[config.mk]
export PLATFORM = sky130hd
export DESIGN_NAME = bech32m_checksum_engine
export DESIGN_NICKNAME = d
export VERILOG_FILES = /design/src/rtl/bech32m_pkg.sv /design/src/rtl/bech32m_fold.sv /design/src/rtl/bech32m_prefix_buf.sv /design/src/rtl/bech32m_checksum_engine.sv
export SDC_FILE = /design/constraint.sdc
export NUM_CORES = 1
export LEC_CHECK = 0
export BUFFER_PORTS_ARGS = -buffer_cell sky130_fd_sc_hd__clkbuf_2
export CORE_MARGIN = 5
export CORE_UTILIZATION = 63
export CTS_CLUSTER_SIZE = 24
export DETAILED_ROUTE_END_ITERATION = 10
export HOLD_SLACK_MARGIN = 0.15
export PLACE_DENSITY = 0.91
export SKIP_LAST_GASP = 1
export SYNTH_ARGS = -nofsm -noshare
export SYNTH_HDL_FRONTEND = slang
export SYNTH_HIERARCHICAL = 1
export SYNTH_SLANG_ARGS = --single-unit
[constraint.sdc]
create_clock -name clock -period 5 [get_ports clock]
set_clock_uncertainty 0.15 [all_clocks]
set_input_delay 0.5 -clock clock [delete_from_list [all_inputs] [get_ports clock]]
set_output_delay 0.5 -clock clock [all_outputs]
set_load 0.02 [all_outputs]
[src/rtl/bech32m_pkg.sv]
// ----------------------------------------------------------------------------
// bech32m_pkg
// Shared types and constants of the bech32m checksum engine.
// ----------------------------------------------------------------------------
package bech32m_pkg;

   localparam int PREFIX_MAX   = 128;
   localparam int PREFIX_IDX_W = $clog2(PREFIX_MAX);
   localparam int PREFIX_CNT_W = $clog2(PREFIX_MAX + 1);

   localparam int CHECK_W = 30;
   localparam int SYM_W   = 5;
   localparam int CHAR_W  = 7;

   localparam logic [CHECK_W-1:0] CHECK_INIT     = 30'h0000_0001;
   localparam logic [CHECK_W-1:0] CONST_BECH32M  = 30'h2BC8_30A3;

   localparam logic [CHECK_W-1:0] GEN_POLY [5] = '{
      30'h3B6A_57B2, 30'h2650_8E6D, 30'h1EA1_19FA, 30'h3D42_33DD, 30'h2A14_62B3
   };

   // Charset letters in symbol order, as 7-bit ASCII.
   localparam logic [CHAR_W-1:0] CHARSET [32] = '{
      7'h71, 7'h70, 7'h7a, 7'h72, 7'h79, 7'h39, 7'h78, 7'h38,
      7'h67, 7'h66, 7'h32, 7'h74, 7'h76, 7'h64, 7'h77, 7'h30,
      7'h73, 7'h33, 7'h6a, 7'h6e, 7'h35, 7'h34, 7'h6b, 7'h68,
      7'h63, 7'h65, 7'h36, 7'h6d, 7'h75, 7'h61, 7'h37, 7'h6c
   };

   typedef enum logic [1:0] {
      OP_PREFIX = 2'd0,
      OP_DATA   = 2'd1,
      OP_CREATE = 2'd2,
      OP_VERIFY = 2'd3
   } op_type;

endpackage

[src/rtl/bech32m_fold.sv]
// ----------------------------------------------------------------------------
// bech32m_fold
// One polymod step: shifts a 5-bit symbol into the check register and
// reduces by the BCH generator.
// ----------------------------------------------------------------------------
module bech32m_fold
   import bech32m_pkg::*;
(
   input  logic [CHECK_W-1:0] check_value,
   input  logic [SYM_W-1:0]   symbol,
   output logic [CHECK_W-1:0] folded
);

   logic [SYM_W-1:0] top;

   always_comb begin
      top    = check_value[CHECK_W-1 -: SYM_W];
      folded = {check_value[CHECK_W-SYM_W-1:0], symbol};
      for (int i = 0; i < SYM_W; i++) begin
         if (top[i]) begin
            folded = folded ^ GEN_POLY[i];
         end
      end
   end

endmodule

[src/rtl/bech32m_prefix_buf.sv]
// ----------------------------------------------------------------------------
// bech32m_prefix_buf
// Buffer of the low 5 bits of the prefix characters, one write and one
// registered read port.
// ----------------------------------------------------------------------------
module bech32m_prefix_buf
   import bech32m_pkg::*;
(
   input  logic                    clock,
   input  logic                    wr_en,
   input  logic [PREFIX_IDX_W-1:0] wr_addr,
   input  logic [SYM_W-1:0]        wr_data,
   input  logic [PREFIX_IDX_W-1:0] rd_addr,
   output logic [SYM_W-1:0]        rd_data
);

   logic [SYM_W-1:0] prefix_mem_ff [PREFIX_MAX];
   logic [SYM_W-1:0] rd_data_ff;

   always_ff @(posedge clock) begin
      if (wr_en) begin
         prefix_mem_ff[wr_addr] <= wr_data;
      end
      rd_data_ff <= prefix_mem_ff[rd_addr];
   end

   assign rd_data = rd_data_ff;

endmodule

[src/rtl/bech32m_checksum_engine.sv]
// ----------------------------------------------------------------------------
// bech32m_checksum_engine
// Streaming bech32 / bech32m checksum creation and verification.
// ----------------------------------------------------------------------------
// A prefix character is folded in as it is accepted, and so is a data symbol once
// the run is in its data phase. The first data symbol or finish of a run first
// flushes the zero separator and the N buffered prefix symbols through the single
// polymod step unit, fed by the prefix buffer's one read port; a data symbol that
// ends such a flush is then folded in a state of its own. After its accept, a
// create-finish in the data phase folds six zero symbols and then emits its six
// result items. A verify-finish emits its one result item. Output back pressure
// stretches the emit cycles. The input is ready only while the sequencer is idle;
// a result item may still wait at the output then.
module bech32m_checksum_engine
   import bech32m_pkg::*;
(
   input  logic               clock,
   input  logic               reset,
   input  logic               req_tvalid,
   output logic               req_tready,
   input  logic [7:0]         req_tdata,   // [6:0] value
   input  logic [1:0]         req_tuser,   // [1:0] op
   output logic               rsp_tvalid,
   input  logic               rsp_tready,
   output logic [15:0]        rsp_tdata,   // [4:0] symbol, [11:5] letter
   output logic [1:0]         rsp_tuser,   // [0] check_ok, [1] error
   output logic               rsp_tlast,
   input  logic               csr_wen,
   input  logic [CHECK_W-1:0] csr_wdata
);

   typedef enum logic [6:0] {
      ST_IDLE   = 7'b0000001,
      ST_SEP    = 7'b0000010,
      ST_FLUSH  = 7'b0000100,
      ST_SYMBOL = 7'b0001000,
      ST_ZERO   = 7'b0010000,
      ST_EMIT   = 7'b0100000,
      ST_VERIFY = 7'b1000000
   } state_type;

   state_type                state_ff, state_in, after_flush;
   logic [CHECK_W-1:0]       check_ff, check_in;
   logic [CHECK_W-1:0]       const_ff;
   logic [PREFIX_CNT_W-1:0]  count_ff, count_in;
   logic [PREFIX_IDX_W-1:0]  idx_ff, idx_in;
   logic [2:0]               step_ff, step_in;
   logic                     in_data_ff, in_data_in;
   logic                     err_ff, err_in;
   op_type                   op_ff, op_in;
   logic [CHAR_W-1:0]        val_ff, val_in;
   logic [CHECK_W-1:0]       emit_ff, emit_in;

   logic                     rsp_valid_ff, rsp_valid_in;
   logic [SYM_W-1:0]         rsp_sym_ff, rsp_sym_in;
   logic [CHAR_W-1:0]        rsp_letter_ff, rsp_letter_in;
   logic                     rsp_ok_ff, rsp_ok_in;
   logic                     rsp_err_ff, rsp_err_in;
   logic                     rsp_last_ff, rsp_last_in;

   op_type                   req_op;
   logic [CHAR_W-1:0]        req_val;
   logic [SYM_W-1:0]         fold_sym;
   logic [CHECK_W-1:0]       fold_out;
   logic                     mem_wen;
   logic [PREFIX_IDX_W-1:0]  mem_raddr;
   logic [SYM_W-1:0]         mem_rdata;
   logic                     out_free;
   logic                     flush_done;

   assign req_op     = op_type'(req_tuser);
   assign req_val    = req_tdata[CHAR_W-1:0];
   assign req_tready = (state_ff == ST_IDLE);
   assign out_free   = !rsp_valid_ff || rsp_tready;
   assign mem_raddr  = (state_ff == ST_SEP) ? '0 : idx_ff + PREFIX_IDX_W'(1);
   assign flush_done = ({1'b0, idx_ff} + PREFIX_CNT_W'(1)) == count_ff;

   bech32m_fold u_fold (
      .check_value (check_ff),
      .symbol      (fold_sym),
      .folded      (fold_out)
   );

   bech32m_prefix_buf u_prefix_buf (
      .clock   (clock),
      .wr_en   (mem_wen),
      .wr_addr (count_ff[PREFIX_IDX_W-1:0]),
      .wr_data (req_val[SYM_W-1:0]),
      .rd_addr (mem_raddr),
      .rd_data (mem_rdata)
   );

   always_comb begin
      unique case (op_ff)
         OP_DATA:   after_flush = ST_SYMBOL;
         OP_CREATE: after_flush = ST_ZERO;
         default:   after_flush = ST_VERIFY;
      endcase
   end

   always_comb begin
      state_in      = state_ff;
      check_in      = check_ff;
      count_in      = count_ff;
      idx_in        = idx_ff;
      step_in       = step_ff;
      in_data_in    = in_data_ff;
      err_in        = err_ff;
      op_in         = op_ff;
      val_in        = val_ff;
      emit_in       = emit_ff;
      rsp_valid_in  = rsp_valid_ff && !rsp_tready;
      rsp_sym_in    = rsp_sym_ff;
      rsp_letter_in = rsp_letter_ff;
      rsp_ok_in     = rsp_ok_ff;
      rsp_err_in    = rsp_err_ff;
      rsp_last_in   = rsp_last_ff;
      fold_sym      = '0;
      mem_wen       = 1'b0;

      unique case (state_ff)
         ST_IDLE: begin
            if (req_tvalid) begin
               op_in  = req_op;
               val_in = req_val;
               if (req_op == OP_PREFIX) begin
                  if (in_data_ff || (count_ff >= PREFIX_CNT_W'(PREFIX_MAX))) begin
                     err_in = 1'b1;
                  end else begin
                     fold_sym = {3'b000, req_val[CHAR_W-1:SYM_W]};
                     check_in = fold_out;
                     mem_wen  = 1'b1;
                     count_in = count_ff + PREFIX_CNT_W'(1);
                  end
               end else if (!in_data_ff) begin
                  state_in = ST_SEP;
               end else if (req_op == OP_DATA) begin
                  fold_sym = req_val[SYM_W-1:0];
                  check_in = fold_out;
               end else if (req_op == OP_CREATE) begin
                  step_in  = '0;
                  state_in = ST_ZERO;
               end else begin
                  state_in = ST_VERIFY;
               end
            end
         end
         ST_SEP: begin
            // The separator folds as a zero symbol; the buffer read of entry 0
            // is issued in the same cycle.
            check_in = fold_out;
            idx_in   = '0;
            step_in  = '0;
            if (count_ff == '0) begin
               in_data_in = 1'b1;
               state_in   = after_flush;
            end else begin
               state_in = ST_FLUSH;
            end
         end
         ST_FLUSH: begin
            fold_sym = mem_rdata;
            check_in = fold_out;
            idx_in   = idx_ff + PREFIX_IDX_W'(1);
            if (flush_done) begin
               in_data_in = 1'b1;
               state_in   = after_flush;
            end
         end
         ST_SYMBOL: begin
            fold_sym = val_ff[SYM_W-1:0];
            check_in = fold_out;
            state_in = ST_IDLE;
         end
         ST_ZERO: begin
            check_in = fold_out;
            step_in  = step_ff + 3'd1;
            if (step_ff == 3'd5) begin
               emit_in  = fold_out ^ const_ff;
               step_in  = '0;
               state_in = ST_EMIT;
            end
         end
         ST_EMIT: begin
            if (out_free) begin
               rsp_valid_in  = 1'b1;
               rsp_sym_in    = emit_ff[CHECK_W-1 -: SYM_W];
               rsp_letter_in = CHARSET[emit_ff[CHECK_W-1 -: SYM_W]];
               rsp_ok_in     = 1'b0;
               rsp_err_in    = err_ff;
               rsp_last_in   = (step_ff == 3'd5);
               emit_in       = {emit_ff[CHECK_W-SYM_W-1:0], {SYM_W{1'b0}}};
               step_in       = step_ff + 3'd1;
               if (step_ff == 3'd5) begin
                  check_in   = CHECK_INIT;
                  count_in   = '0;
                  in_data_in = 1'b0;
                  err_in     = 1'b0;
                  state_in   = ST_IDLE;
               end
            end
         end
         ST_VERIFY: begin
            if (out_free) begin
               rsp_valid_in  = 1'b1;
               rsp_sym_in    = '0;
               rsp_letter_in = '0;
               rsp_ok_in     = (check_ff == const_ff);
               rsp_err_in    = err_ff;
               rsp_last_in   = 1'b1;
               check_in      = CHECK_INIT;
               count_in      = '0;
               in_data_in    = 1'b0;
               err_in        = 1'b0;
               state_in      = ST_IDLE;
            end
         end
         default: begin
            state_in = ST_IDLE;
         end
      endcase
   end

   always_ff @(posedge clock) begin
      if (reset) begin
         state_ff     <= ST_IDLE;
         check_ff     <= CHECK_INIT;
         const_ff     <= CONST_BECH32M;
         count_ff     <= '0;
         idx_ff       <= '0;
         step_ff      <= '0;
         in_data_ff   <= 1'b0;
         err_ff       <= 1'b0;
         rsp_valid_ff <= 1'b0;
      end else begin
         state_ff     <= state_in;
         check_ff     <= check_in;
         count_ff     <= count_in;
         idx_ff       <= idx_in;
         step_ff      <= step_in;
         in_data_ff   <= in_data_in;
         err_ff       <= err_in;
         rsp_valid_ff <= rsp_valid_in;
         if (csr_wen) begin
            const_ff <= csr_wdata;
         end
      end
   end

   always_ff @(posedge clock) begin
      op_ff         <= op_in;
      val_ff        <= val_in;
      emit_ff       <= emit_in;
      rsp_sym_ff    <= rsp_sym_in;
      rsp_letter_ff <= rsp_letter_in;
      rsp_ok_ff     <= rsp_ok_in;
      rsp_err_ff    <= rsp_err_in;
      rsp_last_ff   <= rsp_last_in;
   end

   assign rsp_tvalid = rsp_valid_ff;
   assign rsp_tdata  = {4'b0000, rsp_letter_ff, rsp_sym_ff};
   assign rsp_tuser  = {rsp_err_ff, rsp_ok_ff};
   assign rsp_tlast  = rsp_last_ff;

   // A flush only runs when there is at least one buffered prefix symbol.
   a_flush_nonempty: assert property (@(posedge clock) disable iff (reset)
      state_ff == ST_FLUSH |-> count_ff != '0)
      else $error("prefix flush with an empty buffer");

   // The separator is folded only once per run.
   a_sep_once: assert property (@(posedge clock) disable iff (reset)
      state_ff == ST_SEP |-> !in_data_ff)
      else $error("separator folded in the data phase");

   a_count_bound: assert property (@(posedge clock) disable iff (reset)
      count_ff <= PREFIX_CNT_W'(PREFIX_MAX))
      else $error("prefix count beyond the buffer depth");

   // After the sixth checksum item the run state is back at its start values.
   a_run_cleared: assert property (@(posedge clock) disable iff (reset)
      (state_ff == ST_EMIT) && out_free && (step_ff == 3'd5)
      |=> (check_ff == CHECK_INIT) && (count_ff == '0) && !in_data_ff && !err_ff)
      else $error("run state not cleared after create");

endmodule

# After elaboration in Yosys (flattened, before gate mapping)

Memory sizes are Yosys's and may differ from the RTL's. A register that Yosys moved wholly into a read port is not among the register bits.
Cells that the tools add are included.
W data, S select, Z words.

Register bits: 140
Memories kept: 2
Bits in read-only memories: 224
Output and inout port bits: 21
Bits in writable memories: 640
Input bits: 45
Word-level logic and storage cells: 174

Memories:

| memory                     | depth | bits a word | read ports | clocked after Yosys merged registers in | write ports | line                           | text |
|---|---|---|---|---|---|---|---|
| u_prefix_buf.prefix_mem_ff | 128   | 5           | 1          | 1                                       | 1           | bech32m_prefix_buf.sv:17       | `logic [SYM_W-1:0] prefix_mem_ff [PREFIX_MAX];` |
| (no name shown)            | 32    | 7           | 1          | 0                                       | 0           | bech32m_checksum_engine.sv:188 | `rsp_letter_in = CHARSET[emit_ff[CHECK_W-1 -: SYM_W]];` |

Muxes and demuxes: 84
$add $sub $neg: 4
Magnitude comparators: 2
Eq/ne operators: 32
Reduce and logical (&&, ||, !) cells: 26
Bitwise logic cells: 7

Operators with widths:

| operator             | count |
|---|---|
| $mux W30             | 14 |
| $pmux W30 S4         | 1 |
| $mux W7              | 16 |
| $pmux W30 S2         | 1 |
| $mux W8              | 6 |
| $pmux W7 S2          | 3 |
| $pmux W7 S6          | 1 |
| $eq A30 B30 Y1       | 1 |
| $mux W5              | 6 |
| $xor A30 B30 Y30     | 1 |
| $mux W29             | 1 |
| $pmux W8 S3          | 1 |
| $mux W3              | 7 |
| $reduce_and A7 Y1    | 3 |
| $mux W1              | 19 |
| $ne A2 B2 Y1 const B | 9 |
| $not A18 Y18         | 1 |
| $not A17 Y17         | 1 |
| $not A16 Y16         | 1 |
| $reduce_and A8 Y1    | 2 |
| $pmux W5 S3          | 1 |
| $not A14 Y14         | 1 |
| $not A13 Y13         | 1 |
| $pmux W3 S4          | 1 |
| other kinds (39)     | 56 |

# Depth between registers and ports, before layout

Gate-level depths: netlist of the first run.

Depth in word-level cells: 21
Mapped depth: 12
Mapped depth without buffers: 10

# By module

The synthesis of the first run kept the hierarchy.

Modules (own cells, without submodules):

| module                  | instances | area each (µm²) | seq. area each (µm²) | cells each |
|---|---|---|---|---|
| bech32m_prefix_buf      | 1         | 25060.3         | 19318.5              | 1090 |
| bech32m_checksum_engine | 1         | 7063.0          | 3323.2               | 773 |
| bech32m_fold            | 1         | 604.3           | 0.0                  | 49 |

# Least setup slack after synthesis of the first run

OpenSTA, ideal clock, no wires.

Kind: register -> register
Start point: reg state_ff[1]
End point: reg emit_ff[0], enable pin
Data arrival time: 3.424 ns
Required time: 4.391 ns
Setup time: 0.459 ns
Cell stages (with the launch flop): 7
Clock period less this slack: 4.033 ns
Slack: 0.967 ns
Path buffers: 3
Cells stage by stage: dfxtp_1 -> buf_6 -> nor3_1 -> nand4b_1 -> clkbuf_1 -> clkbuf_1 -> o21ai_0

Word-level cells in the longest chain between the ends: 3
Elaborated cells between the ends (all ways): 6
Classes of those cells: eq/ne (4); reduce/logical (2)

RTL lines:

| what                                                                | line                           | text |
|---|---|---|
| from (decl)                                                         | bech32m_checksum_engine.sv:42  | `state_type state_ff, state_in, after_flush;` |
| from (signal assigned)                                              | bech32m_checksum_engine.sv:236 | `state_ff <= state_in;` |
| $eq A7 B5 Y1 / $eq A7 B6 Y1 (equally long branches)                 | bech32m_checksum_engine.sv:121 | `unique case (state_ff)` |
| $ne A2 B2 Y1 (no line) / $reduce_bool A2 Y1 (equally long branches) | n/a                            |  |
| $reduce_and A3 Y1 (no line) *                                       | n/a                            |  |
| to (signal assigned)                                                | bech32m_checksum_engine.sv:253 | `emit_ff <= emit_in;` |
| to (decl)                                                           | bech32m_checksum_engine.sv:52  | `logic [CHECK_W-1:0] emit_ff, emit_in;` |

Mark *: on every way between the ends. The rest lies on a longest branch, timed or not.
A chain may end at the register's enable or synchronous reset.

# Worst setup path in the final report of the first run

Start point: reg state_ff[6]
End point: reg u_prefix_buf.rd_data_ff[0] (netlist: u_prefix_buf/rd_data[0]), read port of u_prefix_buf.prefix_mem_ff

Word-level cells in the longest chain between the ends: 2

RTL lines:

| what             | line                          | text |
|---|---|---|
| $eq A7 B2 Y1     | bech32m_checksum_engine.sv:75 | `assign mem_raddr = (state_ff == ST_SEP) ? '0 : idx_ff + PREFIX_IDX_W'(1);` |
| $mux W7          | bech32m_checksum_engine.sv:75 |  |
| via mem_raddr[0] | bech32m_checksum_engine.sv:66 | `logic [PREFIX_IDX_W-1:0] mem_raddr;` |
| to (decl)        | bech32m_prefix_buf.sv:18      | `logic [SYM_W-1:0] rd_data_ff;` |

The timed path passes the listed nets, and every way through them passes these cells.

==> results of run 1 <==
-- layout by cell type, fill, tap and decap left out, types with 7 or more instances in the layout --
cell type | Yosys | routed
a211oi_1 | 8 | 8
a21oi_1 | 78 | 78
buf_12 | 0 | 7
buf_4 | 13 | 43
clkbuf_1 | 71 | 14
clkbuf_16 | 0 | 78
clkbuf_2 | 0 | 55
clkinv_1 | 0 | 14
clkinv_2 | 0 | 15
dfxtp_1 | 93 | 93
dlygate4sd3_1 | 0 | 37
edfxtp_1 | 692 | 692
ha_1 | 7 | 7
inv_1 | 16 | 16
mux2_2 | 7 | 7
mux2i_1 | 30 | 30
mux4_2 | 210 | 210
nand2_1 | 83 | 83
nand3_1 | 52 | 52
nand4_1 | 9 | 9
nor2_1 | 212 | 209
nor2b_1 | 14 | 13
nor3_1 | 28 | 28
nor4_1 | 11 | 10
o21ai_0 | 22 | 21
or3_1 | 7 | 7
xnor2_1 | 71 | 71
xor2_1 | 41 | 41
xor3_1 | 7 | 7
-- routing by layer --
layer,global-route usage [%],routed length (um),vias to the layer above
li1,-,-,7674
met2,49.0,41300,1819
met3,8.14,11100,411
met5,0,7,-
met4,13.6,5020,2
met1,39.6,28500,9630
-- worst max-delay path, stage by stage, from the launching register on --
cell     delay [ns]
dfxtp_1        0.60
nor3_1         0.20
and4b_1        0.30
nor2_4         0.68
buf_12         0.36
mux4_2         0.65
mux4_2         0.53
mux4_2         0.52
mux2_2         0.30
-- stage by stage --
step / instances / hold WS (ns) / utilization (%)
finish: 2752 / 0.200 / 71.2
global route: 2752 / 0.199 / 71.2
CTS: 2752 / 0.158 / 71.2
global placement: 2577 / 0.291 / 65.7
detailed placement: 2577 / 0.298 / 65.7
floorplan: 1915 / 0.259 / -
-- cell type report --
type / count / area, sq um / area share (%)
clock buffers: 98 / 2090 / 5.70
inverters: 17 / 63.8 / 0.174
clock inverters: 40 / 347 / 0.947
repair buffers: 142 / 1110 / 3.03
multi-input cells: 990 / 9500 / 26.0
flip-flops and latches: 785 / 22600 / 61.9
well taps: 680 / 851 / 2.32
-- cells by family after synthesis --
| logic type | synth area share [%] |
|---|---|
| xor+xnor | 3.87 |
| fa+ha+maj | 0.268 |
| compound gates | 2.82 |
| buf+inv | 1.93 |
| mux | 15.6 |
| other cells | 0.0115 |
| flops | 69.2 |
| simple gates | 6.31 |
-- power by group --
part	total [mW]	internal, mW	switching, mW	leakage, nW
Sequential	7.30	7.20	0.104	6.98
Combinational	1.47	0.580	0.888	3.69
Clock	5.71	3.22	2.49	1.20
-- sequential cells by signal (all words and copies together) (netlist names), 7 cells and up --
signal and flops:
rsp_letter_ff 7, u_prefix_buf/prefix_mem_ff 640, count_ff 8, check_ff 30, idx_ff 7, state_ff 7
emit_ff 30, const_ff 30
-- worst paths after layout --
kind,endpoint,slack [ns],cells past startpoint
setup / recovery,u_prefix_buf/rd_data[0]$_DFF_P_,0.56,8
hold / removal,val_ff[0]$_DFFE_PP_,0.20,1
setup reg to reg,u_prefix_buf/rd_data[0]$_DFF_P_,0.56,8
hold reg to reg,rsp_err_ff$_DFFE_PP_,0.33,0
==> results.tsv, run 1 <==
metric	value	unit
status	finished clean	
hp-start	req_tdata[0]	
cts_htree_levels	3	
relSlewSlack	5.66	%
yosysWarnings	6	
num-nets-final	2064	
yosysUniqueCellTypes	72	
worstHoldPathType	in -> reg	
vdd_drop_max	0.331	mV
worst_slack	0.560	ns
fp.coreArea	51400	sq um
cts_buffers	76	
period_needed	4.44	ns
die_area	56600	sq um
cp_max_fo	30	
placed_area	33800	sq um
drv_cap	0	
routed_wl	85900	um
rsz0062_at_grt	false	
crit_start	state_ff[6]$_SDFFE_PP0P_	
cellPowerDensity	396	nW/um^2
antenna_found_initial	1	
postCtsSetupRepairBufs	0	
tns	0	ns
ys_seq_area_share	69.2	%
postCtsResizedCells	0	
firstDrtPassIters	10	
synth_top_area_cell	edfxtp_1	
critPathArrivalTime	4.79	ns
gp_congestion	0.894	
fmax	225	MHz
grt_pass1_vias	19700	
cp.required	5.35	ns
critical_path_class	reg -> reg	
start_kind	register	
place_ws	0.784	ns
tightest_slew	1.42	ns
clk_pin_slew	0.07	ns
ant_nets	0	
clockBufferDepth	3	
boundaryPins	66	
synth_cells	1912	
r2r-start	state_ff[6]$_SDFFE_PP0P_	
synth_top_area_share	63.5	%
clkSinkCount	785	
antenna_cells	0	
synth_top_flop_cell	edfxtp_1	
async_flop_share	0	%
endpoint_kind	register	
drc	0	
final_hold_viol_count	0	
grt_usage	30.4	%
grt_pass1_wl	129000	um
synth_edf_count	692	
grt_max_degree	125	
start_util	63.7	%
via_per_inst	7.10	
fin_area	36600	sq um
synth.most_common_cell	edfxtp_1	
drive_above_1_share	22.0	%
period_share	88.8	%
synthTopCellsByArea	edfxtp_1 (63%), mux4_2 (14%), dfxtp_1 (5.7%)	
p_leak	11.9	nW
power	14.5	mW
die_x	238	um
synth_common_cells	edfxtp_1 (692), nor2_1 (212), mux4_2 (210), dfxtp_1 (93), nand2_1 (83)	
die_y	238	um
wl_per_cell	31.2	um
netlist_area	32700	sq um
grt_overflow	0	
cts_tree	built	
rows	83	
drt_iter0_markers	3336	
fillCellCount	2785	
slew_violations	0	
port_buffers	60	
cts_hold_buffers	37	
root_buffer	clkbuf_16	
syn2layout_area_growth	11.8	%
syn-mean-instance-area	17.1	sq um
dp_hpwl	47100	um
ys_ff_latch	785	
clk_latency	0.64	ns
via_count	19500	
setup_viol	0	
(Power assumes the default switching activity.)
==> inputs of run 2 (changes only) <==
--- a/config.mk
+++ b/config.mk
@@ -10,6 +10,7 @@
 export CORE_UTILIZATION = 63
 export CTS_CLUSTER_SIZE = 24
 export DETAILED_ROUTE_END_ITERATION = 10
+export GPL_TIMING_DRIVEN = 0
 export HOLD_SLACK_MARGIN = 0.15
 export PLACE_DENSITY = 0.91
 export SKIP_LAST_GASP = 1
@@ -17,3 +18,4 @@
 export SYNTH_HDL_FRONTEND = slang
 export SYNTH_HIERARCHICAL = 1
 export SYNTH_SLANG_ARGS = --single-unit
+export TNS_END_PERCENT = 20
==> results.tsv, run 2 (synthesized netlist as in run 1, its figures left out) <==
metric	value	unit	change
status	finished, violations left		was finished clean
failed_checks	setup timing		
clk_pin_slew	0.07	ns	about the same
regArea	22600	sq um	unchanged
num-nets-final	2143		was 2064
dp_hpwl	53800	um	was 47100 um
p_int	10.9	mW	was 11.0 mW
relSlewSlack	4.20	%	was 5.66%
start_util	63.7	%	unchanged
seqPwrFrac	50.5	%	was 50.4%
fp.coreArea	51400	sq um	unchanged
rsz0062_at_grt	false		unchanged
fmax	199	MHz	was 225 MHz
holdWs	0.200	ns	about the same
vdd_drop_max	0.376	mV	was 0.331 mV
top_register	u_prefix_buf/prefix_mem_ff		unchanged
ant_nets	0		unchanged
r2r-end	u_prefix_buf/prefix_mem_ff[46][1]$_DFFE_PP_		was u_prefix_buf/rd_data[0]$_DFF_P_
via_per_inst	7.09		was 7.10
die_x	238	um	unchanged
tightest_slew	1.44	ns	was 1.42 ns
clk_latency	0.62	ns	was 0.64 ns
grt_overflow	0		unchanged
clkSinkCount	785		unchanged
crit_start	state_ff[3]$_SDFFE_PP0P_		was state_ff[6]$_SDFFE_PP0P_
antenna_found_initial	2		was 1
p_leak	11.9	nW	about the same
period_share	101	%	was 88.8%
grt_usage	32.1	%	was 30.4%
placed_area	34100	sq um	was 33800 sq um
cts_buffers	76		unchanged
worst_slack	-0.0271	ns	was 0.560 ns
die_y	238	um	unchanged
pwr-share-comb	10.6	%	was 10.1%
r2r-start	state_ff[3]$_SDFFE_PP0P_		was state_ff[6]$_SDFFE_PP0P_
p_clk_share	38.9	%	was 39.4%
cp.required	5.09	ns	was 5.35 ns
switching_share	24.2	%	was 24.0%
min_to	err_ff$_SDFFE_PP0P_		was val_ff[0]$_DFFE_PP_
grt_pass1_vias	20100		was 19.7k
fin_area	36800	sq um	was 36600 sq um
rr_worst_depth	10		was 8
port_buffers	58		was 60
worstHoldPathType	in -> reg		unchanged
critPathArrivalTime	5.12	ns	was 4.79 ns
place_ws	-0.169	ns	was 0.784 ns
layout_commonest_cell	edfxtp_1		unchanged
via_count	20100		was 19.5k
hold_depth	3		was 1
postLayoutCoreUtil	71.6	%	was 71.2%
grt_max_degree	93		was 125
largest_register_ffs	640		unchanged
drive_above_1_share	21.1	%	was 22.0%
final_hold_viol_count	0		unchanged
gp_congestion	0.940		was 0.894
wl_per_cell	32.1	um	was 31.2 um
drt_iter0_markers	3633		was 3336
routed_wl	90700	um	was 85900 um
tns	-0.124	ns	was 0 ns
clockBufferDepth	3		unchanged
hp-start	req_tvalid		was req_tdata[0]
postCtsSetupRepairBufs	0		unchanged
endpoint_kind	register		unchanged
final_cell_mix	edfxtp_1 (692), nor2_1 (212), mux4_2 (210)		was edfxtp_1 (692), mux4_2 (210), nor2_1 (209)
multi_input_area	9480	sq um	was 9500 sq um
cp_max_fo	10		was 30
slew_violations	0		unchanged
boundaryPins	66		unchanged
drv_cap	0		unchanged
fin_cells	2830		was 2752
setup_viol	6		was 0
cts_tree	built		unchanged
p_sw	3.48	mW	about the same
dp.cells	2659		was 2577
syn2layout_area_growth	12.4	%	was 11.8%
start_kind	register		unchanged
fillCellCount	2816		was 2785
cts_htree_levels	3		unchanged
drc	0		unchanged
period_needed	5.03	ns	was 4.44 ns
critical_path_class	reg -> reg		unchanged
die_area	56600	sq um	unchanged
reg2reg_slack	-0.03	ns	was 0.56 ns
rows	83		unchanged
grt_pass1_wl	133000	um	was 129000 um
firstDrtPassIters	8		was 10
power	14.4	mW	was 14.5 mW
root_buffer	clkbuf_16		unchanged
cellPowerDensity	390	nW/um^2	was 396 nW/um^2
==> run 2: worst max-delay path, stage by stage, from the launching register on <==
cell and delay [ns]:
dfxtp_1 0.40, or3_1 0.43, or3_4 0.43, inv_2 0.18
nand3b_1 0.16, nor2_1 0.40, clkbuf_1 0.38, nor2b_1 0.37
nand3_1 0.40, clkbuf_1 0.68, nor2_1 0.67
==> run 2: how the worst max path moves through the flow <==
| stage | end | slack (ns) | cells after the start |
|---|---|---|---|
| after floorplan | emit_ff[0]$_SDFFCE_PP0P_ | 0.97 | 6 |
| after global routing | u_prefix_buf/prefix_mem_ff[46][4]$_DFFE_PP_ | 0.02 | 10 |
| after CTS | u_prefix_buf/rd_data[0]$_DFF_P_ | -0.002 | 12 |
| after detailed placement | u_prefix_buf/rd_data[1]$_DFF_P_ | -0.17 | 12 |
| after global placement | emit_ff[10]$_DFFE_PP_ | -0.42 | 5 |
| final | u_prefix_buf/prefix_mem_ff[46][1]$_DFFE_PP_ | -0.03 | 10 |
==> run 2: metal layers <==
metal	part of all wire, %	global-route usage [%]	routed length [um]	up-vias
met5	0.0099	0	9	-
met4	6.6	14.8	6000	2
met3	12	8.25	11000	441
met2	49	53.8	44700	1894
met1	32	39.8	29000	9885
li1	-	-	-	7839
==> run 2: final cells by class <==
| type | count | share of cell area [%] |
|---|---|---|
| Timing Repair Buffer | 98 | 2.18 |
| Tap cell | 680 | 2.31 |
| Inverter | 17 | 0.173 |
| Antenna cell | 1 | 0.00680 |
| Multi-Input combinational cell | 990 | 25.8 |
| Clock inverter | 42 | 0.908 |
| Clock buffer | 94 | 5.55 |
| Sequential cell | 785 | 61.5 |
| Buffer | 123 | 1.57 |
==> run 2: repair_timing <==
item,4_1_cts,5_1_grt
resized for setup,2,13
hold endpoints to repair,34,0
hold buffers,34,0
setup endpoints to repair,5,5
==> run 2: power groups by stage <==
stage / Sequential [mW] / Clock, mW / Combinational (mW)
2_1_floorplan: 7.37 / 0 / 0.979
3_3_place_gp: 7.40 / 0 / 1.34
3_5_place_dp: 7.39 / 0 / 1.42
4_1_cts: 7.25 / 5.60 / 1.49
5_1_grt: 7.25 / 5.92 / 1.60
6_report: 7.25 / 5.58 / 1.52
